==> src/hdl/bamd_pkg.sv <==
// ----------------------------------------------------------------------------
// bamd_pkg
// Shared types, opcodes and the gamma-and-scale table builder for the
// bit angle modulation LED dimmer.
// ----------------------------------------------------------------------------
package bamd_pkg;

    // Default configuration of the dimmer.
    localparam int BAMD_NUM_LEDS   = 12;
    localparam int BAMD_MOD_BITS   = 6;
    localparam int BAMD_DITHER_LOG = 2;

    // Fixed field widths of the transaction payloads.
    localparam int MASK_W  = 12;
    localparam int INDEX_W = 4;
    localparam int CMD_W   = 8;

    // Gamma table geometry.
    localparam int GAMMA_MAX = 255;
    localparam int ROM_DEPTH = 256;
    localparam int ROM_W     = 16;
    localparam int BIG_W     = 144;

    typedef enum logic [1:0] {
        OP_TICK   = 2'd0,
        OP_LOAD   = 2'd1,
        OP_COMMIT = 2'd2
    } op_t;

    typedef struct packed {
        logic [1:0]         op;
        logic [INDEX_W-1:0] led_index;
        logic [CMD_W-1:0]   duty_command;
    } bamd_in_t;

    typedef struct packed {
        logic [MASK_W-1:0] led_on_mask;
        logic              commit_accepted;
        logic              tables_swapped;
    } bamd_out_t;

    typedef logic [ROM_DEPTH-1:0][ROM_W-1:0] scale_rom_t;

    // Builds the combined gamma-2.2 and scaling table at elaboration.
    // The gamma value d for command c is the largest d with
    // c^11 * 510^5 >= (2d-1)^5 * 255^11, which is 255*(c/255)^2.2 rounded
    // half up. Gamma is monotonic in c, so the search resumes from the
    // previous entry. The scaled duty is (g*S + 127) / 255.
    function automatic scale_rom_t build_scale_rom(input int mod_bits, input int dither_log);
        scale_rom_t       rom;
        logic [BIG_W-1:0] k510;
        logic [BIG_W-1:0] k255;
        logic [BIG_W-1:0] lhs;
        logic [BIG_W-1:0] rhs;
        logic [BIG_W-1:0] odd;
        logic             more;
        int               d;
        int               scale;
        k510 = BIG_W'(1);
        k255 = BIG_W'(1);
        for (int k = 0; k < 5; k++)
        begin
            k510 = k510 * BIG_W'(510);
        end
        for (int k = 0; k < 11; k++)
        begin
            k255 = k255 * BIG_W'(GAMMA_MAX);
        end
        scale = ((1 << mod_bits) - 1) * (1 << dither_log);
        d = 0;
        for (int c = 0; c < ROM_DEPTH; c++)
        begin
            lhs = k510;
            for (int k = 0; k < 11; k++)
            begin
                lhs = lhs * BIG_W'(c);
            end
            more = 1'b1;
            while (more && (d < GAMMA_MAX))
            begin
                odd = BIG_W'(2 * d + 1);
                rhs = k255;
                for (int k = 0; k < 5; k++)
                begin
                    rhs = rhs * odd;
                end
                if (lhs >= rhs)
                begin
                    d = d + 1;
                end
                else
                begin
                    more = 1'b0;
                end
            end
            rom[c] = ROM_W'((d * scale + 127) / GAMMA_MAX);
        end
        return rom;
    endfunction

endpackage

==> src/hdl/bamd_in_stage.sv <==
// ----------------------------------------------------------------------------
// bamd_in_stage
// Input register of the dimmer: captures one command transaction and holds
// it until the engine has moved its result into the output register.
// ----------------------------------------------------------------------------
module bamd_in_stage
    import bamd_pkg::*;
(
    input  logic     clk,
    input  logic     rst_n,
    input  logic     cmd_valid,
    output logic     cmd_ready,
    input  bamd_in_t cmd_data,
    input  logic     advance,
    output logic     item_valid,
    output bamd_in_t item
);

    logic     valid_reg;
    bamd_in_t item_reg;

    // The stage takes a new transaction when empty or when its current one moves on.
    assign cmd_ready  = !valid_reg || advance;
    assign item_valid = valid_reg;
    assign item       = item_reg;

    // Valid flag of the stage.
    always_ff @(posedge clk or negedge rst_n)
    begin
        if (!rst_n)
        begin
            valid_reg <= 1'b0;
        end
        else if (cmd_valid && cmd_ready)
        begin
            valid_reg <= 1'b1;
        end
        else if (advance)
        begin
            valid_reg <= 1'b0;
        end
    end

    // Payload capture.
    always_ff @(posedge clk)
    begin
        if (cmd_valid && cmd_ready)
        begin
            item_reg <= cmd_data;
        end
    end

endmodule

==> src/hdl/bamd_engine.sv <==
// ----------------------------------------------------------------------------
// bamd_engine
// Dimmer state and the combinational work for one command: staging writes,
// table commit through the gamma table, and the per-tick on-mask with the
// bit, tick and dither phase counters.
// ----------------------------------------------------------------------------
module bamd_engine
    import bamd_pkg::*;
#(
    parameter int NUM_LEDS   = BAMD_NUM_LEDS,
    parameter int MOD_BITS   = BAMD_MOD_BITS,
    parameter int DITHER_LOG = BAMD_DITHER_LOG
)
(
    input  logic      clk,
    input  logic      rst_n,
    input  logic      step,
    input  bamd_in_t  item,
    output bamd_out_t result
);

    localparam int DUTY_W  = MOD_BITS + DITHER_LOG;
    localparam int BIT_W   = $clog2(MOD_BITS);
    localparam int PHASE_W = (DITHER_LOG > 0) ? DITHER_LOG : 1;
    localparam int WIDE_W  = (NUM_LEDS > MASK_W) ? NUM_LEDS : MASK_W;

    localparam logic [BIT_W-1:0]    LAST_BIT   = BIT_W'(MOD_BITS - 1);
    localparam logic [MOD_BITS-1:0] LEVEL_MAX  = MOD_BITS'((1 << MOD_BITS) - 1);
    localparam logic [PHASE_W-1:0]  FRAC_MASK  = PHASE_W'((1 << DITHER_LOG) - 1);
    localparam scale_rom_t          SCALE_ROM  = build_scale_rom(MOD_BITS, DITHER_LOG);

    logic [CMD_W-1:0]    staged_reg [NUM_LEDS];
    logic [DUTY_W-1:0]   front_reg  [NUM_LEDS];
    logic [DUTY_W-1:0]   back_reg   [NUM_LEDS];
    logic [DUTY_W-1:0]   rom_out    [NUM_LEDS];
    logic                swap_pending_reg;
    logic                swap_pending_next;
    logic [BIT_W-1:0]    bit_pos_reg;
    logic [BIT_W-1:0]    bit_pos_next;
    logic [PHASE_W-1:0]  phase_reg;
    logic [PHASE_W-1:0]  phase_next;
    logic [MOD_BITS-1:0] ticks_reg;
    logic [MOD_BITS-1:0] ticks_next;
    logic [MOD_BITS-1:0] ticks_load;
    logic                is_tick;
    logic                is_load;
    logic                is_commit;
    logic                commit_take;
    logic                bit_done;
    logic                frame_end;
    logic                do_swap;
    logic [NUM_LEDS-1:0] on_vec;
    logic [WIDE_W-1:0]   on_wide;

    // Level of one LED in the current dither phase, tested at the current bit.
    function automatic logic led_on(
        input logic [DUTY_W-1:0]  duty,
        input logic [PHASE_W-1:0] phase,
        input logic [BIT_W-1:0]   bp
    );
        logic [MOD_BITS-1:0] base;
        logic [PHASE_W-1:0]  frac;
        logic [MOD_BITS-1:0] level;
        base  = MOD_BITS'(duty >> DITHER_LOG);
        frac  = PHASE_W'(duty) & FRAC_MASK;
        level = base;
        if ((base != LEVEL_MAX) && (phase < frac))
        begin
            level = base + MOD_BITS'(1);
        end
        return level[bp];
    endfunction

    // Operation decoder.
    always_comb
    begin
        is_tick   = 1'b0;
        is_load   = 1'b0;
        is_commit = 1'b0;
        unique case (item.op)
            OP_TICK:   is_tick   = 1'b1;
            OP_LOAD:   is_load   = 1'b1;
            OP_COMMIT: is_commit = 1'b1;
            default:   ;
        endcase
    end

    assign commit_take = is_commit && !swap_pending_reg;

    // Gamma and scale lookup for every staged command.
    always_comb
    begin
        for (int i = 0; i < NUM_LEDS; i++)
        begin
            rom_out[i] = DUTY_W'(SCALE_ROM[staged_reg[i]]);
        end
    end

    // On-mask of all LEDs from the front table.
    always_comb
    begin
        for (int i = 0; i < NUM_LEDS; i++)
        begin
            on_vec[i] = led_on(front_reg[i], phase_reg, bit_pos_reg);
        end
        on_wide = WIDE_W'(on_vec);
    end

    // Tick counter, bit position and frame end.
    always_comb
    begin
        ticks_load = (ticks_reg == '0) ? (MOD_BITS'(1) << bit_pos_reg) : ticks_reg;
        ticks_next = ticks_load - MOD_BITS'(1);
        bit_done   = (ticks_next == '0);
        frame_end  = bit_done && (bit_pos_reg == LAST_BIT);
        do_swap    = frame_end && swap_pending_reg;
    end

    // Next values of the scalar control state.
    always_comb
    begin
        swap_pending_next = swap_pending_reg;
        bit_pos_next      = bit_pos_reg;
        phase_next        = phase_reg;
        if (is_commit && !swap_pending_reg)
        begin
            swap_pending_next = 1'b1;
        end
        if (is_tick && bit_done)
        begin
            bit_pos_next = frame_end ? '0 : bit_pos_reg + BIT_W'(1);
        end
        if (is_tick && frame_end)
        begin
            if (do_swap)
            begin
                swap_pending_next = 1'b0;
                phase_next        = '0;
            end
            else if (DITHER_LOG == 0)
            begin
                phase_next = '0;
            end
            else
            begin
                phase_next = phase_reg + PHASE_W'(1);
            end
        end
    end

    // Result of the current transaction.
    always_comb
    begin
        result.led_on_mask     = is_tick ? on_wide[MASK_W-1:0] : '0;
        result.commit_accepted = commit_take;
        result.tables_swapped  = is_tick && do_swap;
    end

    // Control counters.
    always_ff @(posedge clk or negedge rst_n)
    begin
        if (!rst_n)
        begin
            swap_pending_reg <= 1'b0;
            bit_pos_reg      <= '0;
            phase_reg        <= '0;
            ticks_reg        <= '0;
        end
        else if (step)
        begin
            swap_pending_reg <= swap_pending_next;
            bit_pos_reg      <= bit_pos_next;
            phase_reg        <= phase_next;
            if (is_tick)
            begin
                ticks_reg <= ticks_next;
            end
        end
    end

    // Staging, back and front duty tables.
    always_ff @(posedge clk or negedge rst_n)
    begin
        if (!rst_n)
        begin
            for (int i = 0; i < NUM_LEDS; i++)
            begin
                staged_reg[i] <= '0;
                front_reg[i]  <= '0;
                back_reg[i]   <= '0;
            end
        end
        else if (step)
        begin
            for (int i = 0; i < NUM_LEDS; i++)
            begin
                if (is_load && (32'(item.led_index) == i))
                begin
                    staged_reg[i] <= item.duty_command;
                end
                if (commit_take)
                begin
                    back_reg[i] <= rom_out[i];
                end
                if (is_tick && do_swap)
                begin
                    front_reg[i] <= back_reg[i];
                    back_reg[i]  <= front_reg[i];
                end
            end
        end
    end

endmodule

==> src/hdl/bam_led_dimmer_with_dither_top.sv <==
// ----------------------------------------------------------------------------
// bam_led_dimmer_with_dither_top
// Bit angle modulation LED dimmer with gamma correction and temporal dither.
// ----------------------------------------------------------------------------
// Usage:
// The command channel (cmd_valid, cmd_ready, cmd_data) carries three kinds
// of transaction: a tick, a load of one LED command into staging, and a
// commit that maps all staged commands through the gamma table into the
// back duty table. Every command gives exactly one result transaction on
// the result channel (res_valid, res_ready, res_data): the on-mask for a
// tick, and the commit-accepted and tables-swapped flags.
// A command waits in the input register; the compare and counter logic
// then writes its result into the output register, where res_valid rises.
// Throughput is one command per cycle while the receiver takes results;
// the counters and the twelve level compares update once per command.
// When the receiver stalls, the result is held and one further command can
// wait in the input register; cmd_ready drops only when both are full.
// Reset clears the staging and duty tables (all LEDs off), the swap flag
// and the bit, tick and dither phase counters.
// ----------------------------------------------------------------------------
module bam_led_dimmer_with_dither_top
    import bamd_pkg::*;
#(
    parameter int NUM_LEDS   = BAMD_NUM_LEDS,
    parameter int MOD_BITS   = BAMD_MOD_BITS,
    parameter int DITHER_LOG = BAMD_DITHER_LOG
)
(
    input  logic      clk,
    input  logic      rst_n,
    input  logic      cmd_valid,
    output logic      cmd_ready,
    input  bamd_in_t  cmd_data,
    output logic      res_valid,
    input  logic      res_ready,
    output bamd_out_t res_data
);

    logic      item_valid;
    logic      advance;
    bamd_in_t  item;
    bamd_out_t result;
    logic      res_valid_reg;
    bamd_out_t res_data_reg;

    // The held command moves on when the output register is free or being emptied.
    assign advance = item_valid && (!res_valid_reg || res_ready);

    bamd_in_stage u_in_stage (
        .clk        (clk),
        .rst_n      (rst_n),
        .cmd_valid  (cmd_valid),
        .cmd_ready  (cmd_ready),
        .cmd_data   (cmd_data),
        .advance    (advance),
        .item_valid (item_valid),
        .item       (item)
    );

    bamd_engine #(
        .NUM_LEDS   (NUM_LEDS),
        .MOD_BITS   (MOD_BITS),
        .DITHER_LOG (DITHER_LOG)
    ) u_engine (
        .clk    (clk),
        .rst_n  (rst_n),
        .step   (advance),
        .item   (item),
        .result (result)
    );

    // Output register valid flag.
    always_ff @(posedge clk or negedge rst_n)
    begin
        if (!rst_n)
        begin
            res_valid_reg <= 1'b0;
        end
        else if (advance)
        begin
            res_valid_reg <= 1'b1;
        end
        else if (res_ready)
        begin
            res_valid_reg <= 1'b0;
        end
    end

    // Output register payload.
    always_ff @(posedge clk)
    begin
        if (advance)
        begin
            res_data_reg <= result;
        end
    end

    assign res_valid = res_valid_reg;
    assign res_data  = res_data_reg;

endmodule

==> config.mk <==
export PLATFORM = sky130hd
export DESIGN_NAME = bam_led_dimmer_with_dither_top
export DESIGN_NICKNAME = d
export VERILOG_FILES = /design/src/hdl/bamd_pkg.sv /design/src/hdl/bamd_in_stage.sv /design/src/hdl/bamd_engine.sv /design/src/hdl/bam_led_dimmer_with_dither_top.sv
export SDC_FILE = /design/constraint.sdc
export NUM_CORES = 2
export LEC_CHECK = 0
export BUFFER_PORTS_ARGS = -buffer_cell sky130_fd_sc_hd__buf_2
export CORE_ASPECT_RATIO = 2
export CORE_MARGIN = 2
export CORE_UTILIZATION = 35
export CTS_CLUSTER_DIAMETER = 50
export DETAILED_ROUTE_END_ITERATION = 6
export RECOVER_POWER = 50
export SYNTH_ARGS = -nofsm -noshare
export SYNTH_HDL_FRONTEND = slang
export SYNTH_SLANG_ARGS = --single-unit
==> constraint.sdc <==
create_clock -name clk -period 4.11 [get_ports clk]
set_input_delay 0.2055 -clock clk [delete_from_list [all_inputs] [get_ports clk]]
set_output_delay 0.2055 -clock clk [all_outputs]
set_load 0.02 [all_outputs]
==> key figures <==
Timing
  – Worst Skew: 0.02773 ns
  – Max-slew violations: 92
  – Hold_ws: 0.3219 ns
  – Period utilization: 0.8504
  – Min Clock Period, post-route: 3.495 ns
  – Fmax: 286.1 MHz
  – RSZ-0062 raised after global routing: no
  – Worst Tran Pin Value: 2.554 ns
  – Setup violations, final: 0
  – Slew HR: -0.7024
  – Final setup TNS: 0 ns
  – Endpoints failing hold: 0

Synthesis
  – Cell area after synthesis: 0.03591 mm²
  – Syn_area_per_cell: 7.744 µm²
  – Multiplexer area fraction after synthesis: 0.09952
  – Main combinational cell family by area after synthesis: compound AO/OA/AOI/OAI gates
  – Post-synth top flop: dfrtp_1
  – Sequential share of the synthesized area: 0.2339
  – Async S/R FF share, synth: 0.9152
  – Post-Synth XOR/XNOR Area: 0.01537
  – Yosys cell types: 94
  – Post-synth EDFFs: 28
  – Simple-gate share of the synthesized area: 0.2156
  – Yosys reg bits: 330
  – Synth Area in Adders: 0.07318
  – Warnings from Yosys: 0
  – Syn_nets: 4,865
  – Cells after Synth: 4,637
  – Compound-gate portion of the synthesized area: 0.2928

Setup path
  – Worst r2r src: u_engine.ticks_reg[0]
  – R2R cell count: 12
  – Critical Path AT: 3.99 ns
  – Setup CP Type: flop to flop
  – Critical Path Fanout Max: 32
  – Worst R2R End: u_engine.back_reg[66]
  – Req. time, crit path: 4.61 ns
  – R2r setup slk: 0.61 ns
  – Setup crit end kind: flop
  – CP startpoint kind: flop

Final layout
  – Nets: 4,639
  – # diodes: 0
  – Most frequent cells in the layout: 465 x nand2_1, 377 x nor2_1, 366 x a21oi_1
  – Share of cells above drive strength 1: 0.1104
  – Final Cell Area: 0.03833 mm²
  – Leading cell type in the layout, fill and taps excluded: nand2_1
  – Area delta synth->final: 6.753%
  – Non-Filler Instances: 5,782
  – Filler instances: 10,470

Routing
  – Initial detailed-routing violation count: 3,444
  – Residual DRC count: 0
  – Remaining antenna violation count: 0
  – Vias/cell: 6.336
  – Pre-Repair DR Iteration Count: 7
  – DR vias: 36,630
  – Final wirelength: 131,500 µm
  – Wire per inst: 22.75 µm

Placement
  – Post-Place Cell Area: 0.03691 mm²
  – Post-DP HPWL: 91,500 µm
  – DP Cell Count: 5,697
  – Gpl congestion: 0.9799
  – Port bufs: 33

GRT
  – Total gr overflow: 0
  – First-pass GRT wire length: 204,300 µm
  – GRT Resource Usage Total: 0.2416
  – Largest net degree at the start of global routing: 101
  – Initial antenna violation count: 2
  – Vias in the first global route: 35,430

Die
  – Initial Util: 0.3521
  – Core footprint: 0.1020 mm²
  – # IOs: 34
  – Die W: 230.5 µm
  – Chip height: 457.0 µm
  – # rows: 166
  – Die ar.: 0.1053 mm²

Run status
  – Outcome: complete, but fails checks
  – Violated checks: max-capacitance violations, max-slew violations

Hold path
  – HP Start: cmd_data[3]
  – Hold worst-path end: u_in_stage.item[3]
  – Hold depth: 2
  – Min-delay worst type: input port to flop

CTS
  – H-Tree Depth: 2
  – Deepest clock path buffer count: 3
  – Clk_lat worst skew: 0.59 ns
  – Clock-pin slew on the worst setup and hold paths: 0.07 ns
  – Sink Count: 330
  – Total CTS buffers: 38
  – Root Driver: clkbuf_16
  – TritonCTS clock tree: yes

Power
  – Power density over the cells: 424.9 mW/mm²
  – Maximum VDD drop: 0.3604 mV
  – Lkg Pwr: 0.01509 µW

Run
  – Number of max-cap violations: 1
## cell type report
cell class,instances,area [µm²],share of cell area
multi-input combinational,3720,25010,0.6525
inverter,138,520.5,0.01358
timing repair buffer,183,1415,0.03692
tap,1344,1682,0.04387
sequential,330,8406,0.2193
clock inverter,24,295.3,0.007703
clock buffer,43,1001,0.02611
## worst max-delay path by stage
stage	startpoint	to	slack, ns	depth (start not counted)
after floorplan	u_engine.bit_pos_reg[0]	u_engine.back_reg[33]	1.30	13
after global placement	u_engine.ticks_reg[0]	u_engine.back_reg[48]	0.76	12
after detailed placement	u_engine.ticks_reg[0]	u_engine.back_reg[48]	0.63	12
after CTS	u_engine.ticks_reg[0]	u_engine.back_reg[48]	0.60	12
after global routing	rst_n	u_engine.bit_pos_reg[0]	0.24	3
final	u_engine.ticks_reg[0]	u_engine.back_reg[66]	0.61	12
## logic make-up after synthesis
family / after synthesis
AOI/OAI and AO/OA: 1584
DFF: 330
xor gates and xnor gates: 63
buffers and inverters: 587
and+or+nand+nor: 1593
adders and majority gates: 210
muxes: 270
## what timing repair did
action | in CTS | in global routing
hold buffers | 18 | 0
resized for setup | 0 | 0
buffers inserted | 0 | 0
endpoints found under the hold margin | 105 | 0
## power breakdown
part | total (µW) | internal [µW] | switching [µW]
clock | 3640 | 2050 | 1590
combinational | 8430 | 3080 | 5350
sequential | 4220 | 3510 | 713
## worst max-delay path: stages, from the launching register on
cell and delay (ns):
dfrtp_1 0.42, nor3_2 0.43, nand2b_1 0.21, nor4_1 0.28, a21o_1 0.19, ha_1 0.14, and3b_1 0.20, a21boi_2 0.26
nand4_4 0.18, o21ai_4 0.41, buf_4 0.38, o21ai_0 0.13, o21ai_1 0.14
## Yosys cell counts (39+ instances only)
master	count	share of area
a21oi_1	366	0.051
a211oi_1	96	0.020
ha_1	210	0.073
mux4_2	40	0.025
dfrtp_1	302	0.21
mux2_2	135	0.042
nand2_1	465	0.049
o211ai_1	95	0.020
nand4_1	56	0.0098
xnor2_1	44	0.011
a31oi_1	98	0.017
buf_2	159	0.022
nand2b_1	140	0.024
nand3_1	138	0.019
inv_1	111	0.012
clkbuf_1	241	0.025
nor2b_1	126	0.022
o31ai_1	39	0.0082
o311ai_0	50	0.012
mux2i_1	54	0.015
mux2_4	40	0.017
nor2_1	377	0.039
nor3_1	94	0.013
o21ai_0	355	0.049
## metrics by stage
| step | setup WS, ns | util | total power [µW] |
|---|---|---|---|
| final | 0.6147 | 0.3759 | 16290 |
| after global routing | 0.2406 | 0.3759 | 17230 |
| after CTS | 0.5997 | 0.3764 | 16140 |
| after detailed placement | 0.6298 | 0.3619 | 12430 |
| after global placement | 0.7644 | 0.3619 | 12420 |
| after floorplan | 1.305 | - | 10060 |
## routing by layer
metal / track usage / routed length (µm) / vias to the layer above
met4: 0.1592 / 9455 / 0
met5: 0 / 0 / -
li1: - / - / 16760
met3: 0.02208 / 7003 / 508
met1: 0.2574 / 46290 / 17600
met2: 0.4482 / 68770 / 1768
(Power assumes the default switching activity.)
